File: config.mk
export PLATFORM = sky130hd
export DESIGN_NAME = rpa_ctrl
export DESIGN_NICKNAME = d
export VERILOG_FILES = /design/src/rtl/rpa_pkg.sv /design/src/rtl/rpa_ctrl.sv
export SDC_FILE = /design/constraint.sdc
export NUM_CORES = 1
export LEC_CHECK = 0
export ABC_CLOCK_PERIOD_IN_PS = 4930
export BUFFER_PORTS_ARGS = -buffer_cell sky130_fd_sc_hd__buf_2
export CORE_AREA = 2 2 39 41
export CTS_CLUSTER_DIAMETER = 40
export DETAILED_ROUTE_END_ITERATION = 8
export DIE_AREA = 0 0 41 43
export PLACE_DENSITY = 0.88
export SLEW_MARGIN = 10
export SYNTH_ARGS = -nofsm -noshare
export SYNTH_HDL_FRONTEND = slang
export SYNTH_SLANG_ARGS = --single-unit
File: constraint.sdc
create_clock -name clock -period 4.93 [get_ports clock]
set_input_delay 0.7395 -clock clock [delete_from_list [all_inputs] [get_ports clock]]
set_output_delay 0.7395 -clock clock [all_outputs]
set_load 0.05 [all_outputs]
File: src/rtl/rpa_pkg.sv
// ----------------------------------------------------------------------------
// rpa_pkg: shared definitions for the reference-counted page allocator
// Sizes, field widths, request and status codes, and the command and status
// bundles that pass between the controller and the datapath.
// ----------------------------------------------------------------------------
package rpa_pkg;

   // Geometry of the managed region
   localparam int NUM_PAGES  = 32768;
   localparam int PAGE_SIZE  = 4096;
   localparam int COUNT_BITS = 8;

   localparam int ADDR_W     = 56;
   localparam int PAGE_SHIFT = $clog2(PAGE_SIZE);
   localparam int IDX_W      = $clog2(NUM_PAGES);      // page index
   localparam int PCNT_W     = IDX_W + 1;              // 0 .. NUM_PAGES
   localparam int RB_W       = ADDR_W + 1;             // rounded base may reach 2^56
   localparam int DIFF_W     = ADDR_W + 2;             // signed difference
   localparam int OFF_W      = RB_W - PAGE_SHIFT;      // page offset from base

   localparam int FUNC_W     = 2;
   localparam int STATUS_W   = 3;
   localparam int CSR_IDX_W  = 1;

   // Register reset values
   localparam logic [ADDR_W-1:0] REGION_BASE_RST  = ADDR_W'(64'd2147483648);
   localparam logic [ADDR_W-1:0] REGION_LIMIT_RST = ADDR_W'(64'd2281701376);
   localparam logic [RB_W-1:0]   ROUNDED_BASE_RST =
      ((RB_W'(REGION_BASE_RST) + RB_W'(PAGE_SIZE - 1)) >> PAGE_SHIFT) << PAGE_SHIFT;

   // Configuration register indexes
   localparam logic [CSR_IDX_W-1:0] CSR_REGION_BASE  = 1'b0;
   localparam logic [CSR_IDX_W-1:0] CSR_REGION_LIMIT = 1'b1;

   // Request kinds
   typedef enum logic [FUNC_W-1:0] {
      FUNC_ALLOC = 2'd0,
      FUNC_FREE  = 2'd1,
      FUNC_INIT  = 2'd2
   } func_type;

   // Result status codes
   typedef enum logic [STATUS_W-1:0] {
      STATUS_OK         = 3'd0,
      STATUS_OUT_OF_MEM = 3'd1,
      STATUS_BAD_ADDR   = 3'd2,
      STATUS_DBL_FREE   = 3'd3,
      STATUS_CNT_NZ     = 3'd4
   } status_type;

   // Controller to datapath strobes
   typedef struct packed {
      logic capture;      // take the request word
      logic prep;         // work out page count and free offset, clear result
      logic alloc_pop;    // pop the stack top
      logic alloc_read;   // read the count of the popped page
      logic alloc_upd;    // grant or reject the popped page
      logic free_chk;     // range check, read the count of the freed page
      logic free_upd;     // decrement, push when released
      logic sweep_en;     // walk every page, clearing its count
      logic sweep_stack;  // during the walk, also lay pages on the stack
      logic res_load;     // move the result into the output register
   } cmd_type;

   // Datapath to controller flags
   typedef struct packed {
      logic [FUNC_W-1:0] func;
      logic              stack_empty;
      logic              sweep_last;
      logic              rsp_free;
   } stat_type;

endpackage

File: src/rtl/rpa_ctrl.sv
// ----------------------------------------------------------------------------
// rpa_ctrl: request sequencer
// One-hot state machine that steps each request through the datapath and
// runs the count clearing walk after reset.
// ----------------------------------------------------------------------------
module rpa_ctrl (
   input  logic              clock,
   input  logic              reset,
   input  logic              req_valid,
   output logic              req_ready,
   input  rpa_pkg::stat_type stat,
   output rpa_pkg::cmd_type  cmd
);
   import rpa_pkg::*;

   typedef enum logic [10:0] {
      S_CLEAR      = 11'b000_0000_0001,
      S_IDLE       = 11'b000_0000_0010,
      S_PREP       = 11'b000_0000_0100,
      S_ALLOC_POP  = 11'b000_0000_1000,
      S_ALLOC_READ = 11'b000_0001_0000,
      S_ALLOC_UPD  = 11'b000_0010_0000,
      S_FREE_CHK   = 11'b000_0100_0000,
      S_FREE_UPD   = 11'b000_1000_0000,
      S_INIT_SWEEP = 11'b001_0000_0000,
      S_RESULT     = 11'b010_0000_0000,
      S_SPARE      = 11'b100_0000_0000
   } state_type;

   state_type state_ff, state_in;

   assign req_ready = (state_ff == S_IDLE);

   // Next state and command strobes
   always_comb begin
      state_in = state_ff;
      cmd      = '0;
      unique case (state_ff)
         S_CLEAR: begin
            cmd.sweep_en = 1'b1;
            if (stat.sweep_last) state_in = S_IDLE;
         end
         S_IDLE: begin
            if (req_valid) begin
               cmd.capture = 1'b1;
               state_in    = S_PREP;
            end
         end
         S_PREP: begin
            cmd.prep = 1'b1;
            unique case (stat.func)
               FUNC_ALLOC: state_in = S_ALLOC_POP;
               FUNC_FREE:  state_in = S_FREE_CHK;
               FUNC_INIT:  state_in = S_INIT_SWEEP;
               default:    state_in = S_RESULT;
            endcase
         end
         S_ALLOC_POP: begin
            cmd.alloc_pop = 1'b1;
            state_in      = stat.stack_empty ? S_RESULT : S_ALLOC_READ;
         end
         S_ALLOC_READ: begin
            cmd.alloc_read = 1'b1;
            state_in       = S_ALLOC_UPD;
         end
         S_ALLOC_UPD: begin
            cmd.alloc_upd = 1'b1;
            state_in      = S_RESULT;
         end
         S_FREE_CHK: begin
            cmd.free_chk = 1'b1;
            state_in     = S_FREE_UPD;
         end
         S_FREE_UPD: begin
            cmd.free_upd = 1'b1;
            state_in     = S_RESULT;
         end
         S_INIT_SWEEP: begin
            cmd.sweep_en    = 1'b1;
            cmd.sweep_stack = 1'b1;
            if (stat.sweep_last) state_in = S_RESULT;
         end
         S_RESULT: begin
            if (stat.rsp_free) begin
               cmd.res_load = 1'b1;
               state_in     = S_IDLE;
            end
         end
         default: state_in = S_IDLE;
      endcase
   end

   always_ff @(posedge clock) begin
      if (reset) state_ff <= S_CLEAR;
      else       state_ff <= state_in;
   end

endmodule

---- Word-level counts from Yosys, hierarchy flattened ----
Cells that the tools add are included.
storage, ports and cells
  bits of input ports ..................... 8
  output and inout port bits .............. 11
  bits in registers ....................... 11
  word-level logic and storage cells ...... 40
operators by class
  eq/ne operators ......................... 16
  mux-type cells .......................... 19
  reduce and logical (&&, ||, !) cells .... 4
operators by type and width
  cell                                             count
  case mux 11 bit (9 select lines)                 1
  two-way mux 11 bit                               4
  case mux 10 bit (3 select lines)                 1
  two-way mux 1 bit                                12
  == test 11 x 1 -> 1 bit, second input constant   1
  == test 11 x 10 -> 1 bit, second input constant  1
  == test 11 x 2 -> 1 bit, second input constant   1
  == test 11 x 3 -> 1 bit, second input constant   1
  == test 11 x 4 -> 1 bit, second input constant   1
  == test 11 x 5 -> 1 bit, second input constant   1
  == test 11 x 6 -> 1 bit, second input constant   1
  == test 11 x 7 -> 1 bit, second input constant   1
  == test 11 x 8 -> 1 bit, second input constant   1
  == test 11 x 9 -> 1 bit, second input constant   1
  two-way mux 10 bit                               1
  != test 2 bit, second input constant             4
  AND reduction 4 bit                              1
  OR reduction 2 bit                               2
  == test 2 x 1 -> 1 bit, second input constant    1
  == test 2 bit, second input constant             1
  logical NOT 2 bit                                1

---- Depth between registers and ports, before layout ----
Gate-level depths: netlist of run 1.
  depth after elaboration ................. 3
  depth in mapped cells ................... 5
  depth with buffers taken out ............ 4

---- Least setup slack after synthesis of run 1 ----
No wires, ideal clock.
  kind .................................... register to output
  start ................................... reg state_ff[1]
  end ..................................... out cmd[6] in the netlist's numbering
  required time ........................... 4.191 ns
  setup slack ............................. 1.794 ns
  buffers on the path ..................... 0
  data arrival time ....................... 2.397 ns
  cell stages (with the launch flop) ...... 4
  cells stage by stage .................... dfxtp_1 -> nor4_1 -> nand2_1 -> nor3b_1
RTL lines
  item                      line            source
  start: declaration        rpa_ctrl.sv:30  state_type state_ff, state_in;
  start signal: assignment  rpa_ctrl.sv:95  else state_ff <= state_in;
  end: declaration          rpa_ctrl.sv:12  output rpa_pkg::cmd_type cmd

==> impl_results.md, run 1 <==
- Synth unique cells: 28
- TritonRoute pass-1 iters: 4
- Clock Sinks: 10
- Final RePlAce weighted congestion: 0.891
- Status: finished, final reports clean
- Mapped cell area: 673 um^2
- Post-route minimum period: 3020 ps
- Sequential Power Share: 48.4%
- Clk slew on worst S/H paths: 70 ps
- Commonest non-fill, non-tap cell in the layout: buf_2
- Overflow after GRT: 0
- Initial Utilization: 48.6%
- Synthesis-to-layout area growth: 15.8%
- DRT antenna net count: 0
- Hold WS: 613 ps
- I/O pins: 19
- Flip-flop and latch area: 200 um^2
- Peak VDD IR: 0.180 mV
- Worst Clk Skew: 1.18 ps
- Final Worst Setup Slack: 1910 ps
- Register with the most flip-flops: state_ff
- IO Port Bufs: 18
- Biggest registers after layout: state_ff (10)
- Synth area leader: dfxtp_1
- Die Ht: 43 um
- Post-CTS Setup Repair Bufs: 0
- Largest net degree at the start of global routing: 12
- Ant diodes: 0
- Die Area: 0.00176 mm^2
- Post-cts resize count: 0
- Num CTS Buffers: 3
- PD cells: 229 mW/mm^2
- Proportion of layout cells with a drive suffix above 1: 27.0%
- Latest clock arrival within the worst-skew pair: 270 ps
- Psw: 55.4 uW
- P_int: 123 uW
- RSZ-0062 raised after global routing: false
- Non-Filler Instances: 116
- CTS Hold Bufs: 0
- Placed Cells: 113
- WS Path Type: reg -> out
- Core Area: 0.00138 mm^2
- Root Buffer: clkbuf_4
- Gate Count Post-Synth: 82
- Seq cells post-synth: 10
- Row count: 14
- Slew @ Worst Pin: 1020 ps
- Crit share post-route: 61.2%
- Power share of the combinational group: 19.1%
- Avg WL per Cell: 13.3 um
- Syn Area/Cell: 8.21 um^2
- Fmax achieved: 331 MHz
- GRT Overall Usage: 20.6%
- H-tree Lvls: 1
- Worst hold path class: reg -> reg
- DRC Markers: 0
- Vias in the first global route: 577
- DP HPWL: 1160 um
- Final setup viols: 0
- Worst setup SP type: flip-flop
- Top cell type's share of synthesized area: 29.7%
- Critical Path Sink Type: primary output
- P_leak: 0.000357 uW
- Register area share after synthesis: 29.7%
- DR iter-0 viols: 16
- Final setup TNS: 0 ps
- Sw frac: 31.0%
- Routed WL: 1550 um
- Max-cap viol count: 0
- Syn nets: 90
- Clk pwr share: 32.4%
- Synth area leaders: dfxtp_1 (30%), nor3b_1 (8.9%), nor4_1 (7.4%), nand4b_1 (5.2%), o21ai_0 (4.5%)
- Total number of yosys warnings: 0
- Clk buf depth: 2
- Max Transition Viols Final: 0
- Vias: 723
- Area of the multi-input gates: 417 um^2
- Relative slew slack: 31.5%
- Most frequent cells in the layout: buf_2 (18), dfxtp_1 (10), inv_1 (8), nor4_1 (8), nor3b_1 (8)
- Final nets: 110
- Tot Pwr: 178 uW
- Critical Path RT: 4190 ps
- Pre-CTS setup slack: 2230 ps
- Final Hold Viols: 0
- First-pass GRT wire length: 2450 um
- DR vias/cell: 6.23
- CP Max Fanout: 7
- Die width: 41 um
- CTS tree: done
- Max reg flops: 10
- Initial antenna violation count: 0
- Arr. time, crit path: 2280 ps
- # fillers: 131
[path summary, 6_finish.rpt]
| path | end | slack [ps] | depth (start not counted) | start |
|---|---|---|---|---|
| max reg2reg | state_ff[5]$_SDFFE_PP0P_ | 2890 | 4 | state_ff[7]$_SDFFE_PP0P_ |
| min reg2reg | state_ff[7]$_SDFFE_PP0P_ | 610 | 2 | state_ff[6]$_SDFFE_PP0P_ |
| max | cmd[2] | 1910 | 4 | state_ff[0]$_SDFFE_PP1P_ |
| min | state_ff[7]$_SDFFE_PP0P_ | 610 | 2 | state_ff[6]$_SDFFE_PP0P_ |
[cells by family (layout without fill, tap and decap cells)]
logic type	after synthesis	after routing	synth area share, %
flops	10	10	29.7
xor+xnor	3	3	3.90
buf+inv	11	29	8.36
compound gates	12	12	11.3
simple gates	46	46	46.7
[routing by layer]
layer / GRT usage [%] / wire (um) / vias to the layer above
li1: - / - / 352
met1: 26.8 / 665 / 338
met2: 29.7 / 745 / 29
met3: 3.14 / 89 / 4
met4: 14.0 / 44 / 0
met5: 0 / 0 / -
[cell type report]
type                       count  share of cell area, %
clock buffer                   3                   2.89
inverter                       8                   3.85
multi-input combinational     61                   53.5
sequential                    10                   25.7
tap                           16                   2.57
timing repair buffer          18                   11.6
[critical path: stages (launching register included)]
cell	delay, ps
dfxtp_1	360
nor4_1	890
nand4b_1	360
nand2_1	130
buf_2	260
[synth_stat cells (all sizes together)]
cell type  instances
dfxtp             10
inv                8
nor3b              8
nor4               8
o21ai              6
nand2              4
nand4b             4
nor3               4
or4                4
nand3              3
o211ai             3
xor2               3
buf                2
nor2               2
a21o               1
a31oi              1
and2               1
and3               1
and4b              1
clkbuf             1
nand2b             1
nand4              1
nor2b              1
nor4b              1
o32a               1
or3                1
or4b               1
[through the flow]
| stage | util, % | cell area, um^2 |
|---|---|---|
| floorplan | - | 673 |
| global placement | 54.7 | 757 |
| detailed placement | 54.7 | 757 |
| CTS | 56.3 | 779 |
| global route | 56.3 | 779 |
| finish | 56.3 | 779 |
[power groups by stage]
stage | Clock [uW] | Sequential [uW] | Combinational, uW
after floorplan | 0 | 87.3 | 24.5
after global placement | 0 | 87.7 | 33.3
after detailed placement | 0 | 88.2 | 33.9
after CTS | 58.7 | 86.2 | 34.0
after global routing | 61.8 | 87.0 | 37.0
final | 57.9 | 86.4 | 34.1
Power figures use the tool's default switching activity.
==> run 2, diff against run 1 <==
Settings changed: ABC_CLOCK_PERIOD_IN_PS 4930 to 2800, CORE_AREA 2 2 39 41 to 2 2 41 43, DIE_AREA 0 0 41 43 to 0 0 43 45, PLACE_DENSITY 0.88 to 0.81.
Clock period 4.93 ns to 2.8 ns, I/O delays scaled along.
==> run 2 against run 1 <==
Flip-flop and latch count is the same. Clock skew grew 0.56 ps. Global-route usage is 3.1 points lower. Critical path depth is the same.
==> impl_results.md, run 2 (synthesis results as in run 1) <==
- Row count: 14 (unchanged)
- Fmax achieved: 396 MHz
- Final nets: 112 (was 110)
- PD cells: 397 mW/mm^2 (was 229 mW/mm^2)
- CP Max Fanout: 11 (was 7)
- Pre-CTS setup slack: 582 ps (was 2230 ps)
- Initial Utilization: 45.7% (was 48.6%)
- CTS tree: done (unchanged)
- Latest clock arrival within the worst-skew pair: 270 ps (about the same)
- Die Ht: 45 um (was 43 um)
- Root Buffer: clkbuf_4 (unchanged)
- Critical Path RT: 2380 ps (was 4190 ps)
- Vias in the first global route: 545 (was 577)
- Slew @ Worst Pin: 721 ps (was 1020 ps)
- TritonRoute pass-1 iters: 4 (unchanged)
- Peak VDD IR: 0.234 mV (was 0.180 mV)
- Initial antenna violation count: 0 (unchanged)
- DR iter-0 viols: 20 (was 16)
- IO Port Bufs: 18 (unchanged)
- Clock Sinks: 10 (unchanged)
- Routed WL: 1580 um (was 1550 um)
- Overflow after GRT: 0 (unchanged)
- Most frequent cells in the layout: buf_2 (18), dfxtp_1 (10), inv_1 (8), nor4_1 (8), nor3b_1 (7) (was buf_2 (18), dfxtp_1 (10), inv_1 (8), nor4_1 (8), nor3b_1 (8))
- Final setup TNS: 0 ps (unchanged)
- DRT antenna net count: 0 (unchanged)
- DP HPWL: 1220 um (was 1160 um)
- Tot Pwr: 317 uW (was 178 uW)
- Hold WS: 320 ps (was 613 ps)
- Final Hold Viols: 0 (unchanged)
- Num CTS Buffers: 3 (unchanged)
- Max Transition Viols Final: 0 (unchanged)
- I/O pins: 19 (unchanged)
- Proportion of layout cells with a drive suffix above 1: 29.4% (was 27.0%)
- Commonest non-fill, non-tap cell in the layout: buf_2 (unchanged)
- Post-cts resize count: 0 (unchanged)
- Final RePlAce weighted congestion: 0.821 (was 0.891)
- Clk slew on worst S/H paths: 70 ps (about the same)
- Avg WL per Cell: 13.3 um (about the same)
- Crit share post-route: 90.3%
- CTS Hold Bufs: 0 (unchanged)
- Final Worst Setup Slack: 273 ps (was 1910 ps)
- Max reg flops: 10 (unchanged)
- Core Area: 0.00147 mm^2 (was 0.00138 mm^2)
- Worst hold path class: in -> reg (was reg -> reg)
- RSZ-0062 raised after global routing: false (unchanged)
- GRT Overall Usage: 17.4% (was 20.6%)
- H-tree Lvls: 1 (unchanged)
- Worst setup SP type: flip-flop (unchanged)
- Clk buf depth: 2 (unchanged)
- Post-CTS Setup Repair Bufs: 0 (unchanged)
- R2R cell count: 4 (unchanged)
- First-pass GRT wire length: 2450 um (unchanged)
- Vias: 684 (was 723)
- DRC Markers: 0 (unchanged)
- WS Path Type: reg -> out (unchanged)
- Status: finished, final reports clean (unchanged)
- Arr. time, crit path: 2110 ps (was 2280 ps)
- Die Area: 0.00194 mm^2 (was 0.00176 mm^2)
- Placed Cells: 115 (was 113)
- Final setup viols: 0 (unchanged)
- Worst Hold Path Cells: 2 (unchanged)
- Worst Clk Skew: 1.73 ps (was 1.18 ps)
- Critical Path Sink Type: primary output (unchanged)
- Max-cap viol count: 0 (unchanged)
- Synthesis-to-layout area growth: 18.8% (was 15.8%)
- Post-route minimum period: 2530 ps
- DR vias/cell: 5.80 (was 6.23)
- Largest net degree at the start of global routing: 12 (unchanged)
- Die width: 43 um (was 41 um)
- Relative slew slack: 51.5% (was 31.5%)
- Ant diodes: 0 (unchanged)
- Non-Filler Instances: 118 (was 116)
- Register with the most flip-flops: state_ff (unchanged)
- P_leak: 0.000367 uW (was 0.000357 uW)
- Biggest registers after layout: state_ff (10) (unchanged)
==> run 2: per-stage QoR <==
stage,area [um^2],util (%)
2_1_floorplan,678,-
3_3_place_gp,777,52.8
3_5_place_dp,777,52.8
4_1_cts,800,54.3
5_1_grt,800,54.3
6_report,800,54.3
==> run 2: layout make-up <==
class / count / area (um^2)
flip-flops and latches: 10 / 200
inverters: 8 / 30.0
repair buffers: 20 / 105
clock buffers: 3 / 22.5
fillers: 147 / 672
well taps: 16 / 20.0
multi-input cells: 61 / 422
==> run 2: power by group <==
part / leakage, uW / internal, uW / total (uW) / switching [uW]
Clock: 0.0000138 / 49.8 / 102 / 52.5
Sequential: 0.0000813 / 146 / 152 / 6.50
Combinational: 0.000272 / 22.9 / 62.7 / 39.8
==> run 2: final timing paths <==
kind | start | end | slack, ps
setup reg to reg | state_ff[4]$_SDFFE_PP0P_ | state_ff[8]$_SDFFE_PP0P_ | 820
hold reg to reg | state_ff[6]$_SDFFE_PP0P_ | state_ff[7]$_SDFFE_PP0P_ | 620
hold / removal | stat[2] | state_ff[4]$_SDFFE_PP0P_ | 320
setup / recovery | state_ff[4]$_SDFFE_PP0P_ | cmd[8] | 270
==> run 2: routing by layer <==
metal / global-route usage, % / share of wire (%) / up-vias
met1: 22.6 / 46 / 308
li1: - / - / 353
met5: 0 / 0 / -
met2: 25.8 / 46 / 20
met3: 5.20 / 6.0 / 3
met4: 10.3 / 1.2 / 0
==> run 2: critical path: stages (launching register included) <==
cell and delay, ps:
dfxtp_1 400, or4_4 590, or4b_4 530, inv_1 70, buf_2 250
==> run 3, diff against run 2 <==
Settings changed: ABC_CLOCK_PERIOD_IN_PS 2800 to 3200, CORE_AREA 2 2 41 43 to 2 2 39 41, DIE_AREA 0 0 43 45 to 0 0 41 43, HOLD_SLACK_MARGIN set to 0.02, PLACE_DENSITY 0.81 to 0.88.
Clock period 2.8 ns to 3.2 ns, I/O delays scaled along.
==> run 3 against run 2 <==
Setup slack better by 340 ps. Non-clock buffer count stayed put. Via count is 5.3% higher. Flip-flop and latch count stayed put. Largest cell class unchanged.
==> impl_results.md, run 3 (synthesis results as in run 1) <==
- Final RePlAce weighted congestion: 0.879 (was 0.821)
- Commonest non-fill, non-tap cell in the layout: buf_2 (unchanged)
- Die Ht: 43 um (was 45 um)
- Clk buf depth: 2 (unchanged)
- Synthesis-to-layout area growth: 20.1% (was 18.8%)
- Post-cts resize count: 0 (unchanged)
- First-pass GRT wire length: 2630 um (was 2450 um)
- Peak VDD IR: 0.244 mV (was 0.234 mV)
- Largest net degree at the start of global routing: 12 (unchanged)
- DR vias/cell: 6.05 (was 5.80)
- Clock Sinks: 10 (unchanged)
- Dpl cell area: 772 um^2 (was 777 um^2)
- Critical path's largest stage delay: 590 ps (about the same)
- Max Transition Viols Final: 0 (unchanged)
- P_leak: 0.000373 uW (was 0.000367 uW)
- Row count: 14 (unchanged)
- WS Path Type: reg -> out (unchanged)
- Die Area: 0.00176 mm^2 (was 0.00194 mm^2)
- Final setup viols: 0 (unchanged)
- Most frequent cells in the layout: buf_2 (18), dfxtp_1 (10), inv_1 (8), nor4_1 (8), nor3b_1 (8) (was buf_2 (18), dfxtp_1 (10), inv_1 (8), nor4_1 (8), nor3b_1 (7))
- RSZ-0062 raised after global routing: false (unchanged)
- Post-CTS Setup Repair Bufs: 0 (unchanged)
- # fillers: 123 (was 147)
- IO Port Bufs: 18 (unchanged)
- TritonRoute pass-1 iters: 4 (unchanged)
- Crit path launch: state_ff[4]$_SDFFE_PP0P_ (unchanged)
- Routed WL: 1580 um (about the same)
- Clk slew on worst S/H paths: 70 ps (about the same)
- Tot Pwr: 302 uW (was 317 uW)
- Placed Cells: 115 (unchanged)
- Final nets: 112 (unchanged)
- Avg WL per Cell: 13.2 um (was 13.3 um)
- Die width: 41 um (was 43 um)
- Final setup TNS: 0 ps (unchanged)
- Critical Path RT: 2720 ps (was 2380 ps)
- Crit share post-route: 80.8%
- Overflow after GRT: 0 (unchanged)
- Register with the most flip-flops: state_ff (unchanged)
- Num CTS Buffers: 3 (unchanged)
- Vias in the first global route: 639 (was 545)
- Initial antenna violation count: 0 (unchanged)
- CTS tree: done (unchanged)
- Worst Hold Path Cells: 2 (unchanged)
- Fmax achieved: 387 MHz
- Post-route minimum period: 2590 ps
- R2R setup slack: 1200 ps (was 820 ps)
- Critical Path Sink Type: primary output (unchanged)
- DRC Markers: 0 (unchanged)
- Vias: 720 (was 684)
- R2R cell count: 4 (unchanged)
- Worst reg2reg path endpoint: state_ff[8]$_SDFFE_PP0P_ (unchanged)
- Arr. time, crit path: 2110 ps (about the same)
- Reg2Reg Launch Point: state_ff[4]$_SDFFE_PP0P_ (unchanged)
- DRT antenna net count: 0 (unchanged)
- DP HPWL: 1220 um (about the same)
- GRT Overall Usage: 21.8% (was 17.4%)
- Initial Utilization: 48.6% (was 45.7%)
- Ant diodes: 0 (unchanged)
- DR iter-0 viols: 24 (was 20)
- Relative slew slack: 52.4% (was 51.5%)
- PD cells: 374 mW/mm^2 (was 397 mW/mm^2)
- Status: finished, final reports clean (unchanged)
- Worst Clk Skew: 5.31 ps (was 1.73 ps)
- Biggest registers after layout: state_ff (10) (unchanged)
- Root Buffer: clkbuf_4 (unchanged)
- Final instance area: 808 um^2 (was 800 um^2)
- Latest clock arrival within the worst-skew pair: 270 ps (about the same)
- Crit path to: cmd[8] (unchanged)
- Core Area: 0.00138 mm^2 (was 0.00147 mm^2)
- Max-cap viol count: 0 (unchanged)
- H-tree Lvls: 1 (unchanged)
- Crit-path cells: or4_4, or4b_4, inv_1, buf_2 (unchanged)
- Slowest CP cell: or4_4 (unchanged)
- Worst hold path class: in -> reg (unchanged)
- Slew @ Worst Pin: 707 ps (was 721 ps)
- Final Hold Viols: 0 (unchanged)
- Non-Filler Instances: 119 (was 118)
- Worst setup SP type: flip-flop (unchanged)
- Proportion of layout cells with a drive suffix above 1: 29.1% (was 29.4%)
- CTS Hold Bufs: 0 (unchanged)
- I/O pins: 19 (unchanged)
- CP Max Fanout: 11 (unchanged)
- Max reg flops: 10 (unchanged)
## run 3: routing by layer
layer / GRT usage, % / vias up / routed length (um)
li1: - / 356 / -
met1: 28.7 / 332 / 685
met2: 32.8 / 26 / 769
met3: 3.14 / 6 / 71
met4: 11.3 / 0 / 49
met5: 0 / - / 0
## run 3: how the worst min path moves through the flow
stage,start,end,slack [ps]
floorplan,state_ff[6]$_SDFFE_PP0P_,state_ff[5]$_SDFFE_PP0P_,520
global placement,state_ff[6]$_SDFFE_PP0P_,state_ff[7]$_SDFFE_PP0P_,580
detailed placement,state_ff[6]$_SDFFE_PP0P_,state_ff[7]$_SDFFE_PP0P_,600
CTS,stat[2],state_ff[4]$_SDFFE_PP0P_,380
global route,stat[2],state_ff[4]$_SDFFE_PP0P_,400
finish,stat[2],state_ff[4]$_SDFFE_PP0P_,390
## run 3: layout make-up
class | count | area, um^2 | area share, %
tap | 16 | 20.0 | 2.48
inverter | 8 | 30.0 | 3.72
timing repair buffer | 20 | 105 | 13.0
sequential | 10 | 200 | 24.8
clock buffer | 4 | 36.3 | 4.49
multi-input combinational | 61 | 417 | 51.5
## run 3: power by group
group / internal [uW] / switching, uW
combinational: 20.0 / 34.5
clock: 69.1 / 44.5
sequential: 128 / 6.20
## run 3: critical path: cells and delay by family, from the launching register on
kind,cells,cell delay (ps)
and+or+nand+nor,2,1110
buffers and inverters,2,320
DFF,1,410
## run 3: stage by stage
stage / hold WS (ps) / util (%) / setup slack, ps
2_1_floorplan: 521 / - / 323
3_3_place_gp: 578 / 55.8 / 944
3_5_place_dp: 600 / 55.8 / 919
4_1_cts: 382 / 58.4 / 615
5_1_grt: 398 / 58.4 / 543
6_report: 388 / 58.4 / 614
